## config.mk

```make
export PLATFORM = sky130hd
export DESIGN_NAME = crsf_frame_parser_top_flat
export DESIGN_NICKNAME = d
export VERILOG_FILES = /design/src/hdl/crsf_pkg.sv /design/src/hdl/crsf_rx_if.sv /design/src/hdl/crsf_res_if.sv /design/src/hdl/crsf_cfg_if.sv /design/src/hdl/crsf_ram.sv /design/src/hdl/crsf_frame_parser_top.sv /design/src/flat_wrapper.sv
export VERILOG_INCLUDE_DIRS = /design/src /design/src/hdl
export SDC_FILE = /design/constraint.sdc
export NUM_CORES = 1
export LEC_CHECK = 0
export BUFFER_PORTS_ARGS = -buffer_cell sky130_fd_sc_hd__buf_2
export CAP_MARGIN = 20
export CELL_PAD_IN_SITES_DETAIL_PLACEMENT = 0
export CELL_PAD_IN_SITES_GLOBAL_PLACEMENT = 1
export CORE_MARGIN = 2
export CORE_UTILIZATION = 39
export DETAILED_ROUTE_END_ITERATION = 6
export PLACE_DENSITY_LB_ADDON = 0.1
export SYNTH_ARGS = -nofsm -noshare
export SYNTH_HDL_FRONTEND = slang
export SYNTH_SLANG_ARGS = --single-unit
```

## constraint.sdc

```tcl
create_clock -name clk -period 9.6 [get_ports clk]
set_input_delay 0.96 -clock clk [delete_from_list [all_inputs] [get_ports clk]]
set_output_delay 0.96 -clock clk [all_outputs]
set_load 0.02 [all_outputs]
```

## src/hdl/crsf_frame_parser_top_assert.svh

```systemverilog
// Assertion macros for the frame parser
`ifndef CRSF_FRAME_PARSER_TOP_ASSERT_SVH
`define CRSF_FRAME_PARSER_TOP_ASSERT_SVH

// same-cycle implication
`define CRSF_AST_IMP(lbl, ante, cons, msg) \
	lbl: assert property (@(posedge clk) disable iff (!arst_n) (ante) |-> (cons)) \
		else $error(msg);

// next-cycle implication
`define CRSF_AST_NXT(lbl, ante, cons, msg) \
	lbl: assert property (@(posedge clk) disable iff (!arst_n) (ante) |=> (cons)) \
		else $error(msg);

`endif

```

## src/hdl/crsf_pkg.sv

```systemverilog
package crsf_pkg;

	typedef logic [1:0] kind_t;

	localparam kind_t KIND_CHAN    = 2'd0;
	localparam kind_t KIND_STAT    = 2'd1;
	localparam kind_t KIND_LEN_ERR = 2'd2;
	localparam kind_t KIND_CRC_ERR = 2'd3;

	typedef logic [1:0] reg_idx_t;

	localparam reg_idx_t REG_SYNC      = 2'd0;
	localparam reg_idx_t REG_CHAN_TYPE = 2'd1;
	localparam reg_idx_t REG_STAT_TYPE = 2'd2;
	localparam reg_idx_t REG_STAT_EN   = 2'd3;

	localparam logic [7:0] SYNC_RST      = 8'd200;
	localparam logic [7:0] CHAN_TYPE_RST = 8'd22;
	localparam logic [7:0] STAT_TYPE_RST = 8'd20;
	localparam logic       STAT_EN_RST   = 1'b1;

	localparam logic [7:0] CRC_POLY = 8'hD5;
	localparam logic [7:0] MIN_LEN  = 8'd3;
	localparam int         CHAN_W   = 11;
	localparam int         MAX_RES  = 16;

	typedef enum logic [1:0] {
		ST_IDLE,
		ST_CRC,
		ST_ERR,
		ST_DEC
	} st_t;

endpackage

```

## src/hdl/crsf_rx_if.sv

```systemverilog
interface crsf_rx_if;
	logic       valid;
	logic       ready;
	logic [7:0] rx_byte;

	modport source (output valid, output rx_byte, input ready);
	modport sink (input valid, input rx_byte, output ready);
endinterface

```

## src/hdl/crsf_res_if.sv

```systemverilog
interface crsf_res_if;
	import crsf_pkg::*;

	logic        valid;
	logic        ready;
	kind_t       kind;
	logic [3:0]  item_index;
	logic [10:0] item_value;
	logic        last;

	modport source (output valid, output kind, output item_index, output item_value,
		output last, input ready);
	modport sink (input valid, input kind, input item_index, input item_value,
		input last, output ready);
endinterface

```

## src/hdl/crsf_cfg_if.sv

```systemverilog
interface crsf_cfg_if;
	import crsf_pkg::*;

	logic       valid;
	logic       ready;
	reg_idx_t   index;
	logic [7:0] data;

	modport source (output valid, output index, output data, input ready);
	modport sink (input valid, input index, input data, output ready);
endinterface

```

## src/hdl/crsf_ram.sv

```systemverilog
module crsf_ram #(
	parameter int WIDTH = 8,
	parameter int DEPTH = 22
) (
	input  logic                     clk,
	input  logic                     we,
	input  logic [$clog2(DEPTH)-1:0] waddr,
	input  logic [WIDTH-1:0]         wdata,
	input  logic [$clog2(DEPTH)-1:0] raddr,
	output logic [WIDTH-1:0]         rdata
);
	logic [WIDTH-1:0] mem_q [DEPTH];

	always_ff @(posedge clk) begin
		if (we) begin
			mem_q[waddr] <= wdata;
		end
		rdata <= mem_q[raddr];
	end
endmodule

```

## src/hdl/crsf_frame_parser_top.sv

```systemverilog
// Frame parser: sync, length and framing bytes are taken in the idle state; a type or
// payload byte is taken and then runs 8 steps of the bit-serial CRC unit.
// An error goes through ST_ERR into the output register once that is free.
// A decode reads the payload RAM one byte at a time, issue then capture.
// Reset: config to defaults, hunting, payload store marked empty (reads as
// zero) at once through per-entry valid flags; no clearing pass.
module crsf_frame_parser_top #(
	parameter int PAYLOAD_BYTES = 22,
	parameter int CHANNEL_COUNT = 16,
	parameter int STATS_BYTES   = 10
) (
	input  logic       clk,
	input  logic       arst_n,
	crsf_rx_if.sink    rx,
	crsf_res_if.source res,
	crsf_cfg_if.sink   cfg
);
	import crsf_pkg::*;

	`include "crsf_frame_parser_top_assert.svh"

	localparam int AW     = $clog2(PAYLOAD_BYTES);
	localparam int PW     = $clog2(PAYLOAD_BYTES + 2);
	localparam int STAT_N = (STATS_BYTES < MAX_RES) ? STATS_BYTES : MAX_RES;
	localparam int ACC_W  = CHAN_W + 7;

	// config
	logic [7:0] sync_q, chan_type_q, stat_type_q;
	logic       stat_en_q;

	// control
	st_t                state_q, state_d;
	logic               in_frame_q;
	logic [7:0]         len_q;
	logic [PW-1:0]      pos_q;
	logic [7:0]         kind_q;
	logic [7:0]         crc_q;
	logic [2:0]         bit_q;
	kind_t              err_kind_q;
	logic               dec_chan_q;
	logic [ACC_W-1:0]   acc_q;
	logic [4:0]         nb_q;
	logic [3:0]         cnt_q;
	logic [AW-1:0]      rd_ptr_q;
	logic               rd_pend_q;
	logic               rd_vld_q;
	logic [PAYLOAD_BYTES-1:0] vld_q;

	// output register
	logic        out_valid_q;
	kind_t       out_kind_q;
	logic [3:0]  out_idx_q;
	logic [10:0] out_val_q;
	logic        out_last_q;

	logic          rx_acc, is_sync, len_bad, body, crc_ok, dec_match;
	logic [PW-1:0] p_idx;
	logic          ram_we;
	logic [AW-1:0] ram_waddr;
	logic [7:0]    ram_rdata;
	logic [7:0]    crc_step;
	logic          out_free, have, emit, rd_issue, err_ld, dec_last;
	logic [4:0]    thr;
	logic [3:0]    total_m1;
	kind_t         gen_kind;
	logic [3:0]    gen_idx;
	logic [10:0]   gen_val;
	logic          gen_last;

	assign cfg.ready = 1'b1;

	assign rx_acc    = rx.valid && rx.ready;
	assign is_sync   = rx.rx_byte == sync_q;
	assign len_bad   = (rx.rx_byte < MIN_LEN) ||
		({1'b0, rx.rx_byte} > 9'(PAYLOAD_BYTES + 2));
	assign body      = (9'(pos_q) + 9'd1) < {1'b0, len_q};
	assign crc_ok    = rx.rx_byte == crc_q;
	assign dec_match = (kind_q == chan_type_q) || ((kind_q == stat_type_q) && stat_en_q);
	assign p_idx     = pos_q - PW'(1);
	assign crc_step  = crc_q[7] ? ((crc_q << 1) ^ CRC_POLY) : (crc_q << 1);

	assign ram_we    = rx_acc && in_frame_q && !is_sync && (len_q != 8'd0) && body &&
		(pos_q != '0) && (p_idx < PW'(PAYLOAD_BYTES));
	assign ram_waddr = AW'(p_idx);

	crsf_ram #(
		.WIDTH (8),
		.DEPTH (PAYLOAD_BYTES)
	) u_store (
		.clk   (clk),
		.we    (ram_we),
		.waddr (ram_waddr),
		.wdata (rx.rx_byte),
		.raddr (rd_ptr_q),
		.rdata (ram_rdata)
	);

	// next state
	always_comb begin
		state_d = state_q;
		unique case (state_q)
			ST_IDLE: begin
				if (rx_acc && in_frame_q && !is_sync) begin
					if (len_q == 8'd0) begin
						if (len_bad) begin
							state_d = ST_ERR;
						end
					end else if (body) begin
						state_d = ST_CRC;
					end else if (!crc_ok) begin
						state_d = ST_ERR;
					end else if (dec_match) begin
						state_d = ST_DEC;
					end
				end
			end
			ST_CRC: begin
				if (bit_q == 3'd7) begin
					state_d = ST_IDLE;
				end
			end
			ST_ERR: begin
				if (out_free) begin
					state_d = ST_IDLE;
				end
			end
			ST_DEC: begin
				if (emit && dec_last) begin
					state_d = ST_IDLE;
				end
			end
			default: state_d = ST_IDLE;
		endcase
	end

	// outputs of the sequencer
	always_comb begin
		rx.ready = state_q == ST_IDLE;
		out_free = !out_valid_q || res.ready;
		thr      = dec_chan_q ? 5'(CHAN_W) : 5'd8;
		total_m1 = dec_chan_q ? 4'(CHANNEL_COUNT - 1) : 4'(STAT_N - 1);
		have     = nb_q >= thr;
		dec_last = cnt_q == total_m1;
		emit     = (state_q == ST_DEC) && !rd_pend_q && have && out_free;
		rd_issue = (state_q == ST_DEC) && !rd_pend_q && !have;
		err_ld   = (state_q == ST_ERR) && out_free;
		if (err_ld) begin
			gen_kind = err_kind_q;
			gen_idx  = '0;
			gen_val  = '0;
			gen_last = 1'b1;
		end else begin
			gen_kind = dec_chan_q ? KIND_CHAN : KIND_STAT;
			gen_idx  = cnt_q;
			gen_val  = dec_chan_q ? acc_q[10:0] : {3'b000, acc_q[7:0]};
			gen_last = dec_last;
		end
	end

	always_ff @(posedge clk or negedge arst_n) begin
		if (!arst_n) begin
			sync_q      <= SYNC_RST;
			chan_type_q <= CHAN_TYPE_RST;
			stat_type_q <= STAT_TYPE_RST;
			stat_en_q   <= STAT_EN_RST;
		end else if (cfg.valid && cfg.ready) begin
			unique case (cfg.index)
				REG_SYNC:      sync_q      <= cfg.data;
				REG_CHAN_TYPE: chan_type_q <= cfg.data;
				REG_STAT_TYPE: stat_type_q <= cfg.data;
				REG_STAT_EN:   stat_en_q   <= cfg.data[0];
				default:       ;
			endcase
		end
	end

	always_ff @(posedge clk or negedge arst_n) begin
		if (!arst_n) begin
			state_q    <= ST_IDLE;
			in_frame_q <= 1'b0;
			len_q      <= '0;
			pos_q      <= '0;
			kind_q     <= '0;
			crc_q      <= '0;
			bit_q      <= '0;
			err_kind_q <= KIND_LEN_ERR;
			dec_chan_q <= 1'b0;
			acc_q      <= '0;
			nb_q       <= '0;
			cnt_q      <= '0;
			rd_ptr_q   <= '0;
			rd_pend_q  <= 1'b0;
			rd_vld_q   <= 1'b0;
			vld_q      <= '0;
		end else begin
			state_q <= state_d;
			if (ram_we) begin
				vld_q[ram_waddr] <= 1'b1;
			end
			if (rx_acc) begin
				if (!in_frame_q) begin
					if (is_sync) begin
						in_frame_q <= 1'b1;
						pos_q      <= '0;
						len_q      <= '0;
					end
				end else if (is_sync) begin
					len_q <= '0;
					pos_q <= '0;
				end else if (len_q == 8'd0) begin
					pos_q <= '0;
					if (len_bad) begin
						in_frame_q <= 1'b0;
						err_kind_q <= KIND_LEN_ERR;
					end else begin
						len_q <= rx.rx_byte;
					end
				end else if (body) begin
					if (pos_q == '0) begin
						kind_q <= rx.rx_byte;
						crc_q  <= rx.rx_byte;
					end else begin
						crc_q <= crc_q ^ rx.rx_byte;
					end
					pos_q <= pos_q + PW'(1);
					bit_q <= '0;
				end else begin
					// check byte
					len_q      <= '0;
					pos_q      <= '0;
					in_frame_q <= 1'b0;
					err_kind_q <= KIND_CRC_ERR;
					dec_chan_q <= kind_q == chan_type_q;
					acc_q      <= '0;
					nb_q       <= '0;
					cnt_q      <= '0;
					rd_ptr_q   <= '0;
					rd_pend_q  <= 1'b0;
				end
			end
			if (state_q == ST_CRC) begin
				crc_q <= crc_step;
				bit_q <= bit_q + 3'd1;
			end
			if (rd_issue) begin
				rd_pend_q <= 1'b1;
				rd_vld_q  <= vld_q[rd_ptr_q];
				rd_ptr_q  <= rd_ptr_q + AW'(1);
			end
			if (rd_pend_q) begin
				acc_q     <= acc_q | (ACC_W'(ram_rdata & {8{rd_vld_q}}) << nb_q);
				nb_q      <= nb_q + 5'd8;
				rd_pend_q <= 1'b0;
			end
			if (emit) begin
				acc_q <= acc_q >> thr;
				nb_q  <= nb_q - thr;
				cnt_q <= cnt_q + 4'd1;
			end
		end
	end

	always_ff @(posedge clk or negedge arst_n) begin
		if (!arst_n) begin
			out_valid_q <= 1'b0;
		end else if (emit || err_ld) begin
			out_valid_q <= 1'b1;
		end else if (res.ready) begin
			out_valid_q <= 1'b0;
		end
	end

	always_ff @(posedge clk) begin
		if (emit || err_ld) begin
			out_kind_q <= gen_kind;
			out_idx_q  <= gen_idx;
			out_val_q  <= gen_val;
			out_last_q <= gen_last;
		end
	end

	assign res.valid      = out_valid_q;
	assign res.kind       = out_kind_q;
	assign res.item_index = out_idx_q;
	assign res.item_value = out_val_q;
	assign res.last       = out_last_q;

	`CRSF_AST_NXT(a_crc_done, state_q == ST_CRC && bit_q == 3'd7, state_q == ST_IDLE, "crc unit overran")
	`CRSF_AST_IMP(a_wr_rng, ram_we, 7'(ram_waddr) < 7'(PAYLOAD_BYTES), "store write out of range")
	`CRSF_AST_IMP(a_pend_need, state_q == ST_DEC && rd_pend_q, nb_q < 5'd11, "read while bits held")
	`CRSF_AST_IMP(a_err_hunt, state_q == ST_ERR, !in_frame_q, "error with frame open")
endmodule

```

## src/flat_wrapper.sv

```systemverilog
// flat-port wrapper written by rule: the top's interface ports become plain ports
module crsf_frame_parser_top_flat import crsf_pkg::*;
#(
	parameter int PAYLOAD_BYTES = 22,
	parameter int CHANNEL_COUNT = 16,
	parameter int STATS_BYTES   = 10
)
  (clk, arst_n, rx_valid, rx_rx_byte, rx_ready, res_valid, res_kind, res_item_index, res_item_value, res_last, res_ready, cfg_valid, cfg_index, cfg_data, cfg_ready);
  crsf_rx_if rx_i ();
  crsf_res_if res_i ();
  crsf_cfg_if cfg_i ();
  input  logic clk;
  input  logic arst_n;
  input wire logic [$bits(rx_i.valid)-1:0] rx_valid;
  input wire logic [$bits(rx_i.rx_byte)-1:0] rx_rx_byte;
  output wire logic [$bits(rx_i.ready)-1:0] rx_ready;
  output wire logic [$bits(res_i.valid)-1:0] res_valid;
  output wire logic [$bits(res_i.kind)-1:0] res_kind;
  output wire logic [$bits(res_i.item_index)-1:0] res_item_index;
  output wire logic [$bits(res_i.item_value)-1:0] res_item_value;
  output wire logic [$bits(res_i.last)-1:0] res_last;
  input wire logic [$bits(res_i.ready)-1:0] res_ready;
  input wire logic [$bits(cfg_i.valid)-1:0] cfg_valid;
  input wire logic [$bits(cfg_i.index)-1:0] cfg_index;
  input wire logic [$bits(cfg_i.data)-1:0] cfg_data;
  output wire logic [$bits(cfg_i.ready)-1:0] cfg_ready;
  assign rx_i.valid = rx_valid;
  assign rx_i.rx_byte = rx_rx_byte;
  assign rx_ready = rx_i.ready;
  assign res_valid = res_i.valid;
  assign res_kind = res_i.kind;
  assign res_item_index = res_i.item_index;
  assign res_item_value = res_i.item_value;
  assign res_last = res_i.last;
  assign res_i.ready = res_ready;
  assign cfg_i.valid = cfg_valid;
  assign cfg_i.index = cfg_index;
  assign cfg_i.data = cfg_data;
  assign cfg_ready = cfg_i.ready;
  crsf_frame_parser_top #(.PAYLOAD_BYTES(PAYLOAD_BYTES), .CHANNEL_COUNT(CHANNEL_COUNT), .STATS_BYTES(STATS_BYTES)) u_core (.clk(clk), .arst_n(arst_n), .rx(rx_i), .res(res_i), .cfg(cfg_i));
endmodule
```

**After elaboration in Yosys (flattened, before gate mapping)**

Memory sizes are Yosys's and may differ from the RTL's. A register that Yosys moved wholly into a read port is not among the register bits.
Index checks and enable logic that the tools add are counted.

- Bits in registers: 138
- Bits in writable memories: 176
- Input bits: 23
- Output and inout port bits: 21
- Logic and storage cells: 220
- Memories kept: 1

- Add/subtract/negate cells: 8
- Order comparisons: 8
- Eq/ne operators: 33
- Shifts and indexed selects: 2
- Mux-type cells: 78
- Bitwise logic cells: 9
- Reductions and logical operators: 55

Memory list:

| name | words | width | read ports | clocked after memory_dff | write ports | line | source |
|---|---|---|---|---|---|---|---|
| u_core.u_store.mem_q | 22 | 8 | 1 | 1 | 1 | crsf_ram.sv:12 | `logic [WIDTH-1:0] mem_q [DEPTH];` |

Operators by type and width:

| operator | count |
|---|---|
| $mux 18 | 7 |
| $mux 8 | 14 |
| $mux 5 | 13 |
| $eq 8x8->1 | 4 |
| $reduce_and 5->1 | 6 |
| $mux 2 | 13 |
| $mux 4 | 6 |
| $or 22x22->22 | 1 |
| $mux 3 | 7 |
| $or 18x18->18 | 1 |
| $reduce_bool 2->1 | 9 |
| $shl 18x5->18 | 1 |
| $shr 18x5->18 | 1 |
| $ne 2x2->1 const B | 8 |
| $logic_and 1x1->1 | 15 |
| $mux 1 | 15 |
| $lt 5x6->1 const B | 2 |
| $ne 2x1->1 const B | 6 |
| $ne 3x2->1 const B | 4 |
| $reduce_and 6->1 | 2 |
| $add 5x1->5 const B | 2 |
| $reduce_and 2->1 | 5 |
| $lt 9x8->1 | 1 |
| $and 8x8->8 | 1 |
| 34 further kinds | 49 |

**Depth between registers and ports, before layout**

- Word-level depth: 10
- Gate-level depth with buffers: 13
- Gate-level depth less buffers: 10

**Modules after synthesis**

Synthesis repeated with hierarchy kept, for this count alone.

- Cell total of the unflattened synthesis: 1033
- Area, all modules: 14340.0 µm²

By module, submodules not included:

| module | times used | cells each | area an instance (µm²) | sequential area each (µm²) |
|---|---|---|---|---|
| crsf_frame_parser_top | 1 | 689 | 7279.5 | 3529.6 |
| crsf_ram | 1 | 344 | 7060.5 | 5445.2 |

**Worst setup path before layout**

OpenSTA, ideal clock, no wires.

- Kind: reg2reg
- Start: reg u_core.pos_q[0]
- End: mem u_core.u_store.mem_q[21][0] (enable)
- Library setup time: 383 ps
- Data arrival time: 3108 ps
- Data required time: 9217 ps
- Slack: 6108 ps
- Stages on the path, launching flop included: 13
- Buffers on the path: 2
- Period minus slack after synthesis: 3492 ps
- Cell sequence: dfrtp_1 -> ha_1 -> clkbuf_1 -> nand3_1 -> xnor2_1 -> ha_1 -> a211oi_1 -> nor4_1 -> a21o_1 -> nor3_4 -> buf_4 -> nand2_1 -> nor3_1

- Cells in the longest elaborated chain, start to end: 7
- Elaborated cells between the ends (all ways): 10
- Those cells by class: 2 x add/sub; 2 x order compare; 2 x mux; 4 x reduce/logical

RTL lines:

| item | line | source |
|---|---|---|
| start: declaration | crsf_frame_parser_top.sv:35 | `logic [PW-1:0] pos_q;` |
| start signal: assignment | crsf_frame_parser_top.sv:225 | `pos_q <= pos_q + PW'(1);` |
| $add 5x1->6 | crsf_frame_parser_top.sv:76 | `assign body = (9'(pos_q) + 9'd1) < {1'b0, len_q};` |
| $lt 9x8->1 | crsf_frame_parser_top.sv:76 |  |
| $logic_and 1x1->1 (2 in series) | crsf_frame_parser_top.sv:82 | `assign ram_we = rx_acc && in_frame_q && !is_sync && (len_q != 8'd0) && body &&` |
| $logic_and 1x1->1 | crsf_frame_parser_top.sv:83 | `(pos_q != '0) && (p_idx < PW'(PAYLOAD_BYTES));` |
| $mux 1 | crsf_ram.sv:15 | `if (we) begin` |
| $mux 1 (implied by the code) | crsf_ram.sv:16 | `mem_q[waddr] <= wdata;` |
| end: declaration | crsf_ram.sv:12 |  |

Parallel ways exist; a longest one is shown, timed or not.

**Worst setup path in the final report**

- Start: reg u_core.pos_q[0]
- End: mem u_core.u_store.mem_q[13][1] (enable)

Same word-level chain as after synthesis.

==> impl_metrics.ini <==
[clocking]
cts_tree = done
insertion_delay_ns = 0.53
postCtsSetupRepairBufs = 0
htree_levels = 2
path_clk_slew_ns = 0.06
cts_hold_buf = 0
cts_max_path_buffers = 3
cts_resized = 0
clock-sinks = 321
numCtsBuffers = 37
cts_root_buffer = clkbuf_16

[placement]
io_buffer_count = 42
dp_cells = 1468
dp_hpwl_um = 21900
postPlaceCellArea_sq_um = 15100
gp_routability_congestion = 0.756
dp_slack_ns = 4.86

[timing]
hold_viol_final = 0
grt_setup_unrepaired = false
maxSlewViolCount = 0
period_minus_slack_ns = 4.63
fin_crit_sh_pct = 48.3
worst_slew_pin_slew_ns = 1.10
setup_viol = 0
max_freq_mhz = 216
setup_tns_ns = 0
finalClockSkew_ns = 0.0187
holdWs_ns = 0.461
slew_headroom_pct = 26.7
layout_setup_ws_ns = 4.97

[global_routing]
grt_util_met3_pct = 2.66
grt_use_met2_pct = 27.9
grt_pass1_wl_um = 53200
grt_max_degree = 66
grt_pass1_vias = 8648
use_met1_pct = 27.0
grt-ovfl-total = 0
antenna_found_initial = 0
gr-max-usage-layer = met2
track_usage_pct = 18.2

[synth]
async_flop_share_pct = 37.1
yosys.area.top_type = edfxtp_1
yosys-top-cells-area = edfxtp_1 (40%), dfrtp_1 (19%), mux4_2 (8.6%), mux2_2 (3.2%), mux2i_1 (2.1%)
syn-mean-instance-area_sq_um = 14.4
synthesis.instances = 999
ys.flop_type = edfxtp_1
yosysTopAreaCellShare_pct = 40.4
synth_warnings = 0
synth_edf_count = 194
yosysSeqAreaShare_pct = 62.3
synth.distinct_cells = 80
syn-cell-area_sq_um = 14400
synth_fp_nets = 1040
ys_seq_elements = 321

[final_layout]
stdcell_area_sq_um = 16300
fill_cells = 3259
nets = 1084
diodes = 0
multi_input_area_sq_um = 5050
utilization_pct = 44.5
register_area_sq_um = 8980
layout.cells.non_filler = 1539
drive_gt1_share_pct = 22.6
syn2layout_area_growth_pct = 12.8

[power_and_ir_drop]
p_leak_nw = 6.03
power_frac_clock_pct = 36.8
peakVddDrop_uv = 129
p_per_area_nw_per_um2 = 232
p_sw_mw = 1.07
intPower_mw = 2.71
total_power_mw = 3.77
p_comb_share_pct = 17.4
p_sw_share_pct = 28.3
power.sequential.fraction_pct = 45.8

[job]
maxCapViolCount = 0

[detailed_routing]
ant_nets = 0
drt_pre_antenna_iters = 6
wire_per_inst_um = 21.9
vias_per_cell = 5.45
vias = 8384
drt-initial-drc-count = 517
drcViolationCount = 0
wl_um = 33700

[die]
fp.dieH_um = 196
num_io_pins = 44
dieArea_sq_um = 38500
rows = 70
die-width_um = 196
core_sq_um = 36500
initial_core_util_pct = 39.5

[critical_path]
arrival_ns = 4.77
required_ns = 9.74
worst_setup_path_end_kind = flip-flop
cp-start-kind = flip-flop
path_class = flip-flop to flip-flop
critPathMaxFanout = 16

[outcome]
status = finished, final reports clean

[hold_path]
hold_path_class = flip-flop to flip-flop
power by group through the flow:
stage          clock [mW]  combinational, mW  sequential [mW]
4_1_cts              1.43              0.665             1.73
3_3_place_gp            0              0.657             1.76
6_report             1.39              0.658             1.73
2_1_floorplan           0              0.527             1.70
5_1_grt              1.48              0.731             1.75
3_5_place_dp            0              0.662             1.76
final cells by class:
| type | count | share of cell area (%) |
|---|---|---|
| tap | 468 | 3.60 |
| multi-input combinational | 592 | 31.1 |
| timing repair buffer | 61 | 2.15 |
| sequential | 321 | 55.2 |
| inverter | 30 | 0.692 |
| clock buffer | 50 | 6.12 |
| clock inverter | 17 | 1.15 |
cell usage in the layout, fill, tap and decap left out, types with 7 or more instances in the layout:
cell	netlist	routed
a211oi_1	7	7
a21oi_1	23	23
and2_1	15	15
and3_1	9	9
buf_2	23	43
buf_4	9	16
clkbuf_1	21	11
clkbuf_16	0	37
clkinv_1	1	7
dfrtp_1	110	108
dfstp_2	9	9
dfxtp_1	8	8
edfxtp_1	194	194
ha_1	17	17
inv_1	28	28
mux2_2	41	41
mux2i_1	30	30
mux4_2	55	55
nand2_1	61	61
nand2b_1	8	8
nand3_1	22	22
nand4_1	8	8
nor2_1	44	44
nor3_1	13	13
nor4_1	9	9
o211ai_1	11	11
o21a_1	9	9
o21ai_0	41	41
o21bai_1	8	8
o22ai_1	12	12
xnor2_1	27	27
xor2_1	17	17
worst paths after layout:
path	startpoint	to	slack [ns]	cells past startpoint
worst max-delay path	u_core.pos_q[0]	u_core.u_store.mem_q[13][1]	4.97	10
min in group asynchronous	arst_n	u_core.acc_q[1]	0.55	1
worst max register to register	u_core.pos_q[0]	u_core.u_store.mem_q[13][1]	4.97	10
worst min-delay path	u_core.vld_q[1]	u_core.vld_q[1]	0.46	1
max in group asynchronous	arst_n	u_core.vld_q[4]	7.74	2
worst min register to register	u_core.vld_q[1]	u_core.vld_q[1]	0.46	1
synthesized netlist by cell type, drive strengths merged (4+ instances only):
library cell / instances
ha: 17
edfxtp: 194
nand4: 8
a22o: 6
nor3b: 5
o211ai: 11
mux2i: 30
dfxtp: 8
nor2: 45
nor4: 15
xnor2: 27
o21ai: 46
nand3: 24
mux2: 41
nand3b: 4
and2: 16
o21a: 10
clkbuf: 21
a21o: 6
nor3: 16
buf: 35
and3: 9
dfstp: 9
nand2b: 8
mux4: 55
nor2b: 5
dfrtp: 110
o21bai: 8
or3: 4
xor2: 17
a21oi: 25
o221ai: 4
o22ai: 12
or2: 9
a31oi: 7
a211oi: 7
inv: 29
nand2: 61
flip-flops by register name, summed over array words and instances, names as in the netlist, 4 cells and up:
name and flops:
u_core.res.item_index 4, u_core.vld_q 22, u_core.sync_q 8, u_core.crc_q 8, u_core.chan_type_q 8, u_core.kind_q 8, u_core.pos_q 5, u_core.cnt_q 4
u_core.len_q 8, u_core.res.item_value 11, u_core.u_store.mem_q 176, u_core.nb_q 5, u_core.u_store.rdata 8, u_core.rd_ptr_q 5, u_core.stat_type_q 8, u_core.acc_q 18
per-layer routing:
layer | vias up | share of wire [%]
li1 | 3894 | -
met2 | 163 | 45
met3 | 51 | 3.4
met4 | 0 | 2.4
met1 | 4276 | 49
met5 | - | 0
cells by family (layout without fill, tap and decap cells):
| family | after synthesis | count (layout) | share of synthesized area (%) |
|---|---|---|---|
| flops | 321 | 321 | 62.3 |
| fa+ha+maj | 18 | 18 | 1.61 |
| simple gates | 234 | 234 | 8.68 |
| mux | 126 | 126 | 13.9 |
| xor+xnor | 44 | 44 | 2.67 |
| other cells | 1 | 1 | 0.0260 |
| compound gates | 169 | 169 | 8.19 |
| buf+inv | 86 | 158 | 2.67 |
critical path, cell delays in order (launching register included):
cell	delay, ns
dfrtp_1	0.49
ha_1	0.42
nand3_1	0.14
xnor2_1	0.24
ha_1	0.29
a211oi_1	0.23
nor4_1	0.09
a21o_1	0.28
nor3_4	0.64
nand3_2	0.43
nor3b_1	1.00
Power figures use the tool's default switching activity.
